==> src/sv/mpm_pkg.sv <==
package mpm_pkg;

  // channel storage
  localparam int unsigned MaxChannels = 8;
  localparam int unsigned ChW         = $clog2(MaxChannels);
  localparam int unsigned CntW        = 4;

  // field widths
  localparam int unsigned SampleW = 16;
  localparam int unsigned MagW    = 15;
  localparam int unsigned TimerW  = 16;
  localparam int unsigned CfgW    = 16;
  localparam int unsigned CfgIdxW = 2;

  // fixed values
  localparam logic [MagW-1:0]   MaxMag   = {MagW{1'b1}};
  localparam logic [TimerW-1:0] FullHold = {TimerW{1'b1}};

  // register reset values
  localparam logic [CntW-1:0]   CountRst     = CntW'(1);
  localparam logic [MagW-1:0]   LevelStepRst = MagW'(273);
  localparam logic [TimerW-1:0] HoldStepRst  = TimerW'(546);

  // register indexes
  typedef enum logic [CfgIdxW-1:0] {
    REG_COUNT      = 2'd0,
    REG_LEVEL_STEP = 2'd1,
    REG_HOLD_STEP  = 2'd2
  } reg_idx_e;

  // one stored channel
  typedef struct packed {
    logic [MagW-1:0]   level;
    logic [MagW-1:0]   peak;
    logic [TimerW-1:0] timer;
  } entry_t;

endpackage

==> src/sv/multichannel_peak_meter_with_hold.sv <==
// Peak meter for up to eight interleaved audio channels, with peak hold.
// Input channel (in_valid_i/in_ready_o): mode_i 0 carries one sample in
// sample_value_i, routed to the rotating channel (buffer_start_i restarts
// the rotation at channel 0); mode_i 1 is a tick of one update interval.
// Output channel (out_valid_o/out_ready_i): a tick gives one item per
// channel in use, channel 0 first, last_channel_o set on the final one.
// Configuration: cfg_we_i writes cfg_wdata_i to register cfg_idx_i
// (0 channel count, 1 level decay step, 2 hold decay step).
// Timing: channel state sits in one memory with a registered read.
// A sample is read when it is accepted, then modified and written back
// in ST_SMP; no new sample is accepted until that is done. A tick walks
// the channels, reading each in ST_TRD, then decaying it, writing it
// back and loading the output register in ST_TWR, until the last one.
// Reset clears every channel to zero at once through per-entry valid
// bits, restarts the rotation and loads the register defaults.
// A single output register parts the sides: samples are still accepted
// while an item waits, and a walk pauses while the receiver stalls.
module multichannel_peak_meter_with_hold (
  input  logic                               clk_i,
  input  logic                               rst_ni,
  input  logic                               cfg_we_i,
  input  logic [mpm_pkg::CfgIdxW-1:0]        cfg_idx_i,
  input  logic [mpm_pkg::CfgW-1:0]           cfg_wdata_i,
  input  logic                               in_valid_i,
  output logic                               in_ready_o,
  input  logic                               mode_i,
  input  logic signed [mpm_pkg::SampleW-1:0] sample_value_i,
  input  logic                               buffer_start_i,
  output logic                               out_valid_o,
  input  logic                               out_ready_i,
  output logic [mpm_pkg::ChW-1:0]            channel_index_o,
  output logic [mpm_pkg::MagW-1:0]           running_level_o,
  output logic [mpm_pkg::MagW-1:0]           held_peak_o,
  output logic [mpm_pkg::TimerW-1:0]         hold_timer_o,
  output logic                               last_channel_o
);

  typedef enum logic [3:0] {
    ST_IDLE = 4'b0001,
    ST_SMP  = 4'b0010,
    ST_TRD  = 4'b0100,
    ST_TWR  = 4'b1000
  } state_e;

  state_e state_q, state_d;

  // configuration registers
  logic [mpm_pkg::CntW-1:0]   count_q;
  logic [mpm_pkg::MagW-1:0]   lstep_q;
  logic [mpm_pkg::TimerW-1:0] hstep_q;

  always_ff @(posedge clk_i or negedge rst_ni) begin
    if (!rst_ni) begin
      count_q <= mpm_pkg::CountRst;
      lstep_q <= mpm_pkg::LevelStepRst;
      hstep_q <= mpm_pkg::HoldStepRst;
    end else if (cfg_we_i) begin
      unique case (cfg_idx_i)
        mpm_pkg::REG_COUNT:      count_q <= cfg_wdata_i[mpm_pkg::CntW-1:0];
        mpm_pkg::REG_LEVEL_STEP: lstep_q <= cfg_wdata_i[mpm_pkg::MagW-1:0];
        mpm_pkg::REG_HOLD_STEP:  hstep_q <= cfg_wdata_i[mpm_pkg::TimerW-1:0];
        default: ;
      endcase
    end
  end

  // channels in use, clamped to 1..MaxChannels
  logic [mpm_pkg::CntW-1:0] n_use;
  always_comb begin
    if (count_q == '0) begin
      n_use = mpm_pkg::CntW'(1);
    end else if (count_q > mpm_pkg::CntW'(mpm_pkg::MaxChannels)) begin
      n_use = mpm_pkg::CntW'(mpm_pkg::MaxChannels);
    end else begin
      n_use = count_q;
    end
  end

  // sample magnitude with saturation
  logic [mpm_pkg::SampleW-1:0] neg_val;
  logic [mpm_pkg::MagW-1:0]    mag;
  always_comb begin
    neg_val = -sample_value_i;
    if (!sample_value_i[mpm_pkg::SampleW-1]) begin
      mag = sample_value_i[mpm_pkg::MagW-1:0];
    end else if (neg_val[mpm_pkg::SampleW-1]) begin
      mag = mpm_pkg::MaxMag;
    end else begin
      mag = neg_val[mpm_pkg::MagW-1:0];
    end
  end

  // channel rotation
  logic [mpm_pkg::ChW-1:0]  next_ch_q;
  logic [mpm_pkg::ChW-1:0]  smp_ch;
  logic [mpm_pkg::CntW-1:0] smp_inc;
  always_comb begin
    if (buffer_start_i || ({1'b0, next_ch_q} >= n_use)) begin
      smp_ch = '0;
    end else begin
      smp_ch = next_ch_q;
    end
    smp_inc = {1'b0, smp_ch} + mpm_pkg::CntW'(1);
  end

  logic in_acc;
  assign in_ready_o = (state_q == ST_IDLE);
  assign in_acc     = in_valid_i && in_ready_o;

  // item under work
  logic [mpm_pkg::ChW-1:0]  cur_ch_q;
  logic [mpm_pkg::MagW-1:0] cur_mag_q;
  logic [mpm_pkg::CntW-1:0] ch_inc;
  logic                     walk_last;
  assign ch_inc    = {1'b0, cur_ch_q} + mpm_pkg::CntW'(1);
  assign walk_last = (ch_inc == n_use);

  // state memory and valid bits
  mpm_pkg::entry_t mem_q [mpm_pkg::MaxChannels];
  logic [mpm_pkg::MaxChannels-1:0] vld_q;
  logic [mpm_pkg::MaxChannels-1:0] chg_q;
  mpm_pkg::entry_t rdata_q;
  logic            rvld_q;
  logic            rd_en, wr_en;
  logic [mpm_pkg::ChW-1:0] rd_addr;
  mpm_pkg::entry_t rd_ent, wr_ent;

  assign rd_ent = rvld_q ? rdata_q : '0;

  logic slot_free;
  assign slot_free = !out_valid_o || out_ready_i;

  // read address and enable
  always_comb begin
    rd_en   = 1'b0;
    rd_addr = cur_ch_q;
    if (state_q == ST_IDLE && in_acc && !mode_i) begin
      rd_en   = 1'b1;
      rd_addr = smp_ch;
    end else if (state_q == ST_TRD) begin
      rd_en = 1'b1;
    end
  end

  // modify: sample update or tick decay
  always_comb begin
    wr_ent = rd_ent;
    wr_en  = 1'b0;
    if (state_q == ST_SMP) begin
      wr_en = 1'b1;
      if (rd_ent.level < cur_mag_q) begin
        wr_ent.level = cur_mag_q;
      end
      if (rd_ent.peak <= cur_mag_q) begin
        wr_ent.peak  = cur_mag_q;
        wr_ent.timer = mpm_pkg::FullHold;
      end
    end else if (state_q == ST_TWR) begin
      wr_en = slot_free;
      if (!chg_q[cur_ch_q]) begin
        wr_ent.level = (rd_ent.level > lstep_q) ? rd_ent.level - lstep_q : '0;
      end
      if (rd_ent.timer != '0) begin
        if (rd_ent.timer > hstep_q) begin
          wr_ent.timer = rd_ent.timer - hstep_q;
        end else begin
          wr_ent.timer = '0;
          wr_ent.peak  = '0;
        end
      end
    end
  end

  // memory array, registered read
  always_ff @(posedge clk_i) begin
    if (wr_en) begin
      mem_q[cur_ch_q] <= wr_ent;
    end
    if (rd_en) begin
      rdata_q <= mem_q[rd_addr];
    end
  end

  // valid bits, changed marks, read valid
  always_ff @(posedge clk_i or negedge rst_ni) begin
    if (!rst_ni) begin
      vld_q  <= '0;
      chg_q  <= '0;
      rvld_q <= 1'b0;
    end else begin
      if (rd_en) begin
        rvld_q <= vld_q[rd_addr];
      end
      if (wr_en) begin
        vld_q[cur_ch_q] <= 1'b1;
      end
      if (state_q == ST_SMP && rd_ent.level < cur_mag_q) begin
        chg_q[cur_ch_q] <= 1'b1;
      end else if (state_q == ST_TWR && slot_free) begin
        chg_q[cur_ch_q] <= 1'b0;
      end
    end
  end

  // sequencer
  always_comb begin
    state_d = state_q;
    unique case (state_q)
      ST_IDLE: begin
        if (in_acc) begin
          state_d = mode_i ? ST_TRD : ST_SMP;
        end
      end
      ST_SMP:  state_d = ST_IDLE;
      ST_TRD:  state_d = ST_TWR;
      ST_TWR: begin
        if (slot_free) begin
          state_d = walk_last ? ST_IDLE : ST_TRD;
        end
      end
      default: state_d = ST_IDLE;
    endcase
  end

  always_ff @(posedge clk_i or negedge rst_ni) begin
    if (!rst_ni) begin
      state_q   <= ST_IDLE;
      next_ch_q <= '0;
      cur_ch_q  <= '0;
    end else begin
      state_q <= state_d;
      if (in_acc) begin
        if (mode_i) begin
          cur_ch_q <= '0;
        end else begin
          cur_ch_q  <= smp_ch;
          next_ch_q <= (smp_inc >= n_use) ? '0 : smp_inc[mpm_pkg::ChW-1:0];
        end
      end else if (state_q == ST_TWR && slot_free && !walk_last) begin
        cur_ch_q <= ch_inc[mpm_pkg::ChW-1:0];
      end
    end
  end

  always_ff @(posedge clk_i) begin
    if (in_acc) begin
      cur_mag_q <= mag;
    end
  end

  // output register
  logic out_valid_q;
  assign out_valid_o = out_valid_q;

  always_ff @(posedge clk_i or negedge rst_ni) begin
    if (!rst_ni) begin
      out_valid_q <= 1'b0;
    end else if (state_q == ST_TWR && slot_free) begin
      out_valid_q <= 1'b1;
    end else if (out_ready_i) begin
      out_valid_q <= 1'b0;
    end
  end

  always_ff @(posedge clk_i) begin
    if (state_q == ST_TWR && slot_free) begin
      channel_index_o <= cur_ch_q;
      running_level_o <= wr_ent.level;
      held_peak_o     <= wr_ent.peak;
      hold_timer_o    <= wr_ent.timer;
      last_channel_o  <= walk_last;
    end
  end

endmodule

==> config.mk <==
export PLATFORM = sky130hd
export DESIGN_NAME = multichannel_peak_meter_with_hold
export DESIGN_NICKNAME = d
export VERILOG_FILES = /design/src/sv/mpm_pkg.sv /design/src/sv/multichannel_peak_meter_with_hold.sv
export SDC_FILE = /design/constraint.sdc
export NUM_CORES = 1
export LEC_CHECK = 0
export BUFFER_PORTS_ARGS = -buffer_cell sky130_fd_sc_hd__buf_2
export CAP_MARGIN = 25
export CORE_MARGIN = 1.5
export CORE_UTILIZATION = 60
export DETAILED_ROUTE_END_ITERATION = 7
export PLACE_DENSITY = 0.78
export SLEW_MARGIN = 20
export SYNTH_ARGS = -nofsm -noshare
export SYNTH_HDL_FRONTEND = slang
export SYNTH_SLANG_ARGS = --single-unit
==> constraint.sdc <==
create_clock -name clk_i -period 5.7 [get_ports clk_i]
set_input_delay 0.57 -clock clk_i [delete_from_list [all_inputs] [get_ports clk_i]]
set_output_delay 0.57 -clock clk_i [all_outputs]
set_load 0.05 [all_outputs]
# Word level (Yosys, flattened, before mapping)
# Memory sizes are Yosys's and may differ from the RTL's. A register that Yosys moved wholly into a read port is not among the register bits.
# Cells that the tools add are included.
# classes
reduce_logical	23
n_mux	41
order_cmp	10
n_bitwise	5
n_eq_ne	9
addsub	5
# ops
cell	count
$mux W46	3
$mux W15	6
$mux W31	2
$mux W3	8
$gt A16 B16 Y1	1
$mux W16	1
$mux W4	4
$mux W8	2
$neg A16 Y16	1
$or A8 B8 Y8	2
$reduce_bool A16 Y1	1
$sub A16 B16 Y16	1
$gt A15 B15 Y1	1
$le A15 B15 Y1	1
$lt A15 B15 Y1	1
$sub A15 B15 Y15	1
$pmux W4 S3	1
$mux W1	11
$reduce_and A2 Y1	5
$add A3 B1 Y4 const B	2
$and A8 B8 Y8	1
$lt A3 B4 Y1 const B	2
$not A8 Y8	1
$logic_and A1 B1 Y1	7
21 further kinds	27
# totals
ramBits	368
register_bits	128
out_inout_bits	52
word_cells	110
mem_count	1
in_bits	41
# memory_table
name	words	word_bits	rd	rd_ports_with_merged_regs	wr	line	text
mem_q	8	46	1	1	1	multichannel_peak_meter_with_hold.sv:119	mpm_pkg::entry_t mem_q [mpm_pkg::MaxChannels];

# Longest topological paths before layout
# depth
word_depth	9
depth_mapped	14
mapped_depth_nobuf	14

# Worst setup path after synthesis
# No wires, ideal clock.
# synth_timing
path_type	reg-to-reg
from	reg state_q[0]
to	mem mem_q[0][0] (netlist name) (enable)
path_stages_with_launch	7
setup_ps	451
path_buffers	1
t_arrival_ps	4399
path_slack_ps	850
period_less_slack_ps	4850
required_ps	5249
cell_sequence	dfstp_2 buf_2 nor4b_1 nand2_1 inv_1 nor2_1 nor2_1
# synth_via
elab_chain_len	5
word_cells_on_any_way	6
cone_classes	2 x eq/ne; 4 x mux
# synth_rtl
element	line	text
start, declared	multichannel_peak_meter_with_hold.sv:45	state_e state_q, state_d;
start signal, assigned	multichannel_peak_meter_with_hold.sv:231	state_q <= state_d;
$eq A4 B4 Y1	multichannel_peak_meter_with_hold.sv:158	end else if (state_q == ST_TWR) begin
$mux W1	multichannel_peak_meter_with_hold.sv:158	
$mux W1 *	multichannel_peak_meter_with_hold.sv:149	if (state_q == ST_SMP) begin
$mux W1 *	multichannel_peak_meter_with_hold.sv:176	if (wr_en) begin
$mux W1 (not written as such) *	multichannel_peak_meter_with_hold.sv:177	mem_q[cur_ch_q] <= wr_ent;
end, declared	multichannel_peak_meter_with_hold.sv:119	
# Every way passes the cells marked *; elsewhere a longest branch is shown, timed or not.

==> results.toml <==
[run_status]
status = "completed"

[clock_tree]
numCtsBuffers = 52
cts_resized = 0
cts-root-buf = "clkbuf_16"
cts_sinks = 542
clk_pin_slew_ns = 0.06
clock_latency_ns = 0.61
htreeDepth = 2
cts_setup_buffers = 0
cts_tree = "built"
hold_buffers = 0
clockBufferDepth = 3

[synthesis]
ys_ff_latch = 542
synth_edf_count = 479
synthArstFlopShare_pct = 11.62
yosysWarnings = 0
synthFlopType = "edfxtp_1"
yosysMostFrequentCell = "edfxtp_1"
avgSynthCellArea_um2 = 12.57
netlist_top_cells_area = "edfxtp_1 (59%), dfrtp_1 (5.6%), nand2_1 (5.2%)"
syn_nets = 2067
ys_seq_area_share_pct = 65.01
syn-cell-area_um2 = 24560
synth.distinct_cells = 82
synth_commonest_cells = "edfxtp_1 (479), nand2_1 (340), nand3_1 (107)"
synth_top_area_share_pct = 58.55
synthCells = 1954
synth_area_leader_cell = "edfxtp_1"

[timing]
fmax_mhz = 235.5
skew_ns = 0.02614
hold_slack_ns = 0.1232
final.period_utilization_pct = 74.49
tightestPinTransition_ns = 1.387
finalHoldViolations = 0
rsz0062_at_grt = "no"
setup_viol_count_final = 0
slew_headroom_pct = 7.549
drv_slew = 0
setup_tns_ns = 0
fin_crit_ns = 4.246

[critical_path]
rr_startpoint = "rvld_q$_DFFE_PN0P_"
timing.rr.end = "mem_q[0][44]$_DFFE_PP_"
r2r_cells = 10
crit_type = "register to register"
rrSetupSlack_ns = 1.45
crit_fanout = 20
arrival_ns = 4.45
end_kind = "register"
cp-start-kind = "register"
required_ns = 5.90

[placement]
dpl.cell_count = 2500
gp_congestion = 0.9418
hpwl_um = 37300
port_buffers = 92

[global_route]
antenna_found_initial = 0
grt_max_degree = 188
grt-ovfl-total = 0
grt_pass1_wl_um = 92890
grt_usage_pct = 29.54
grt_pass1_vias = 15749

[layout]
n_antenna_cell = 0
area_delta_synth_final_pct = 10.99
final_cell_count_no_fill = 2597
nets = 2142
drive_gt1_share_pct = 15.73
multiInputGateArea_um2 = 7958
regArea_um2 = 15970
n_fill_cell = 2865
fin_util_pct = 67.99

[drt]
via_count = 16544
avgViaCountPerCell = 6.370
drcViolationCount = 0
drt_iter0_markers = 1630
routedWlPerCell_um = 23.56
drt_wl_total_um = 61180
drtPass1Iterations = 5
drtAntennaViolNets = 0

[die]
io_pins = 93
rows = 73
dieHeight_um = 205.3
core-area_um2 = 40100
start_util_pct = 61.26
die_w_um = 205.3
dieArea_um2 = 42160

[worst_hold_path]
hp-class = "input port to asynchronous set/reset pin"

[power]
totalPowerFinal_uw = 13200
peakVddDrop_uv = 531.9
p_leak_uw = 0.01028
power_density_nw_per_um2 = 484.3

[flow_run]
maxCapViolations = 0
==> registers in the layout, summed over array words and instances (netlist names), named ones only <==
register         flops
mem_q              368
rdata_q             46
hold_timer_o        16
hstep_q             16
cur_mag_q           15
held_peak_o         15
lstep_q             15
running_level_o     15
vld_q                8
count_q              4
state_q              4
channel_index_o      3
cur_ch_q             3
next_ch_q            3
last_channel_o       1
out_valid_o          1
rvld_q               1
==> layout by cell type, fill, tap and decap left out, drive strengths merged, types with 22 or more instances in the layout <==
cell and n:
edfxtp 479, nand2 341, buf 128, nand3 107, inv 73, ha 70, clkbuf 67, o21ai 58
dfrtp 55, and3 54, nor2 54, a211oi 52, a31o 48, a311oi 46, a21oi 42, and2 42
mux2 37, nor3 23, clkinv 22
==> worst max-delay path: stages (launching register included) <==
cell,delay (ns)
dfrtp_1,0.65
buf_4,0.32
and2_1,0.24
ha_1,0.27
nor2b_1,0.13
o21a_1,0.19
o21ai_0,0.30
a21oi_1,0.19
or4_1,0.64
nand2_1,0.47
o221ai_1,0.45
==> metrics by stage <==
stage          cell area (um2)  worst slack [ns]
2_1_floorplan            24560            0.8503
3_3_place_gp             25610             1.652
3_5_place_dp             25630             1.568
4_1_cts                  27260             1.521
5_1_grt                  27260             1.241
6_report                 27260             1.454
==> area by class of cell <==
| cell class | instances | area share (%) |
|---|---|---|
| clock buffer | 67 | 5.016 |
| clock inverter | 30 | 0.9867 |
| inverter | 73 | 1.005 |
| multi-input combinational | 1232 | 29.19 |
| sequential | 542 | 58.58 |
| tap | 525 | 2.409 |
| timing repair buffer | 128 | 2.818 |
==> report_power, final <==
group | leakage, uW | internal, uW | switching (uW) | total, uW
clock | 0.000793 | 1880 | 1460 | 3340
sequential | 0.00516 | 5090 | 252 | 5350
combinational | 0.00433 | 1550 | 2960 | 4520
total | 0.0103 | 8530 | 4670 | 13200
==> how the worst max path moves through the flow <==
stage                              to  slack (ns)              startpoint
3_5_place_dp   mem_q[4][36]$_DFFE_PP_        1.57      rvld_q$_DFFE_PN0P_
5_1_grt        mem_q[0][44]$_DFFE_PP_        1.24      rvld_q$_DFFE_PN0P_
2_1_floorplan   mem_q[0][0]$_DFFE_PP_        0.85  state_q[0]$_DFFE_PN1P_
6_report       mem_q[0][44]$_DFFE_PP_        1.45      rvld_q$_DFFE_PN0P_
3_3_place_gp   mem_q[0][40]$_DFFE_PP_        1.65  state_q[3]$_DFFE_PN0P_
4_1_cts        mem_q[1][36]$_DFFE_PP_        1.52      rvld_q$_DFFE_PN0P_
==> layer usage <==
| layer | up-vias | GRT usage, % | part of all wire, % |
|---|---|---|---|
| met1 | 8102 | 42.95 | 42 |
| met3 | 149 | 3.310 | 8.6 |
| met5 | - | 0 | 0 |
| li1 | 7491 | - | - |
| met2 | 802 | 46.28 | 46 |
| met4 | 0 | 11.24 | 3.3 |
==> cells by family (layout without fill, tap and decap cells) <==
| kind of cell | after synthesis | in the layout | synth area share (%) |
|---|---|---|---|
| muxes | 49 | 49 | 2.251 |
| adders and majority gates | 72 | 72 | 3.728 |
| DFF | 542 | 542 | 65.01 |
| xor gates and xnor gates | 35 | 35 | 1.248 |
| and+or+nand+nor | 714 | 714 | 13.84 |
| AOI/OAI and AO/OA | 362 | 362 | 10.94 |
| buffers and inverters | 180 | 298 | 2.985 |
(Power assumes the default switching activity.)
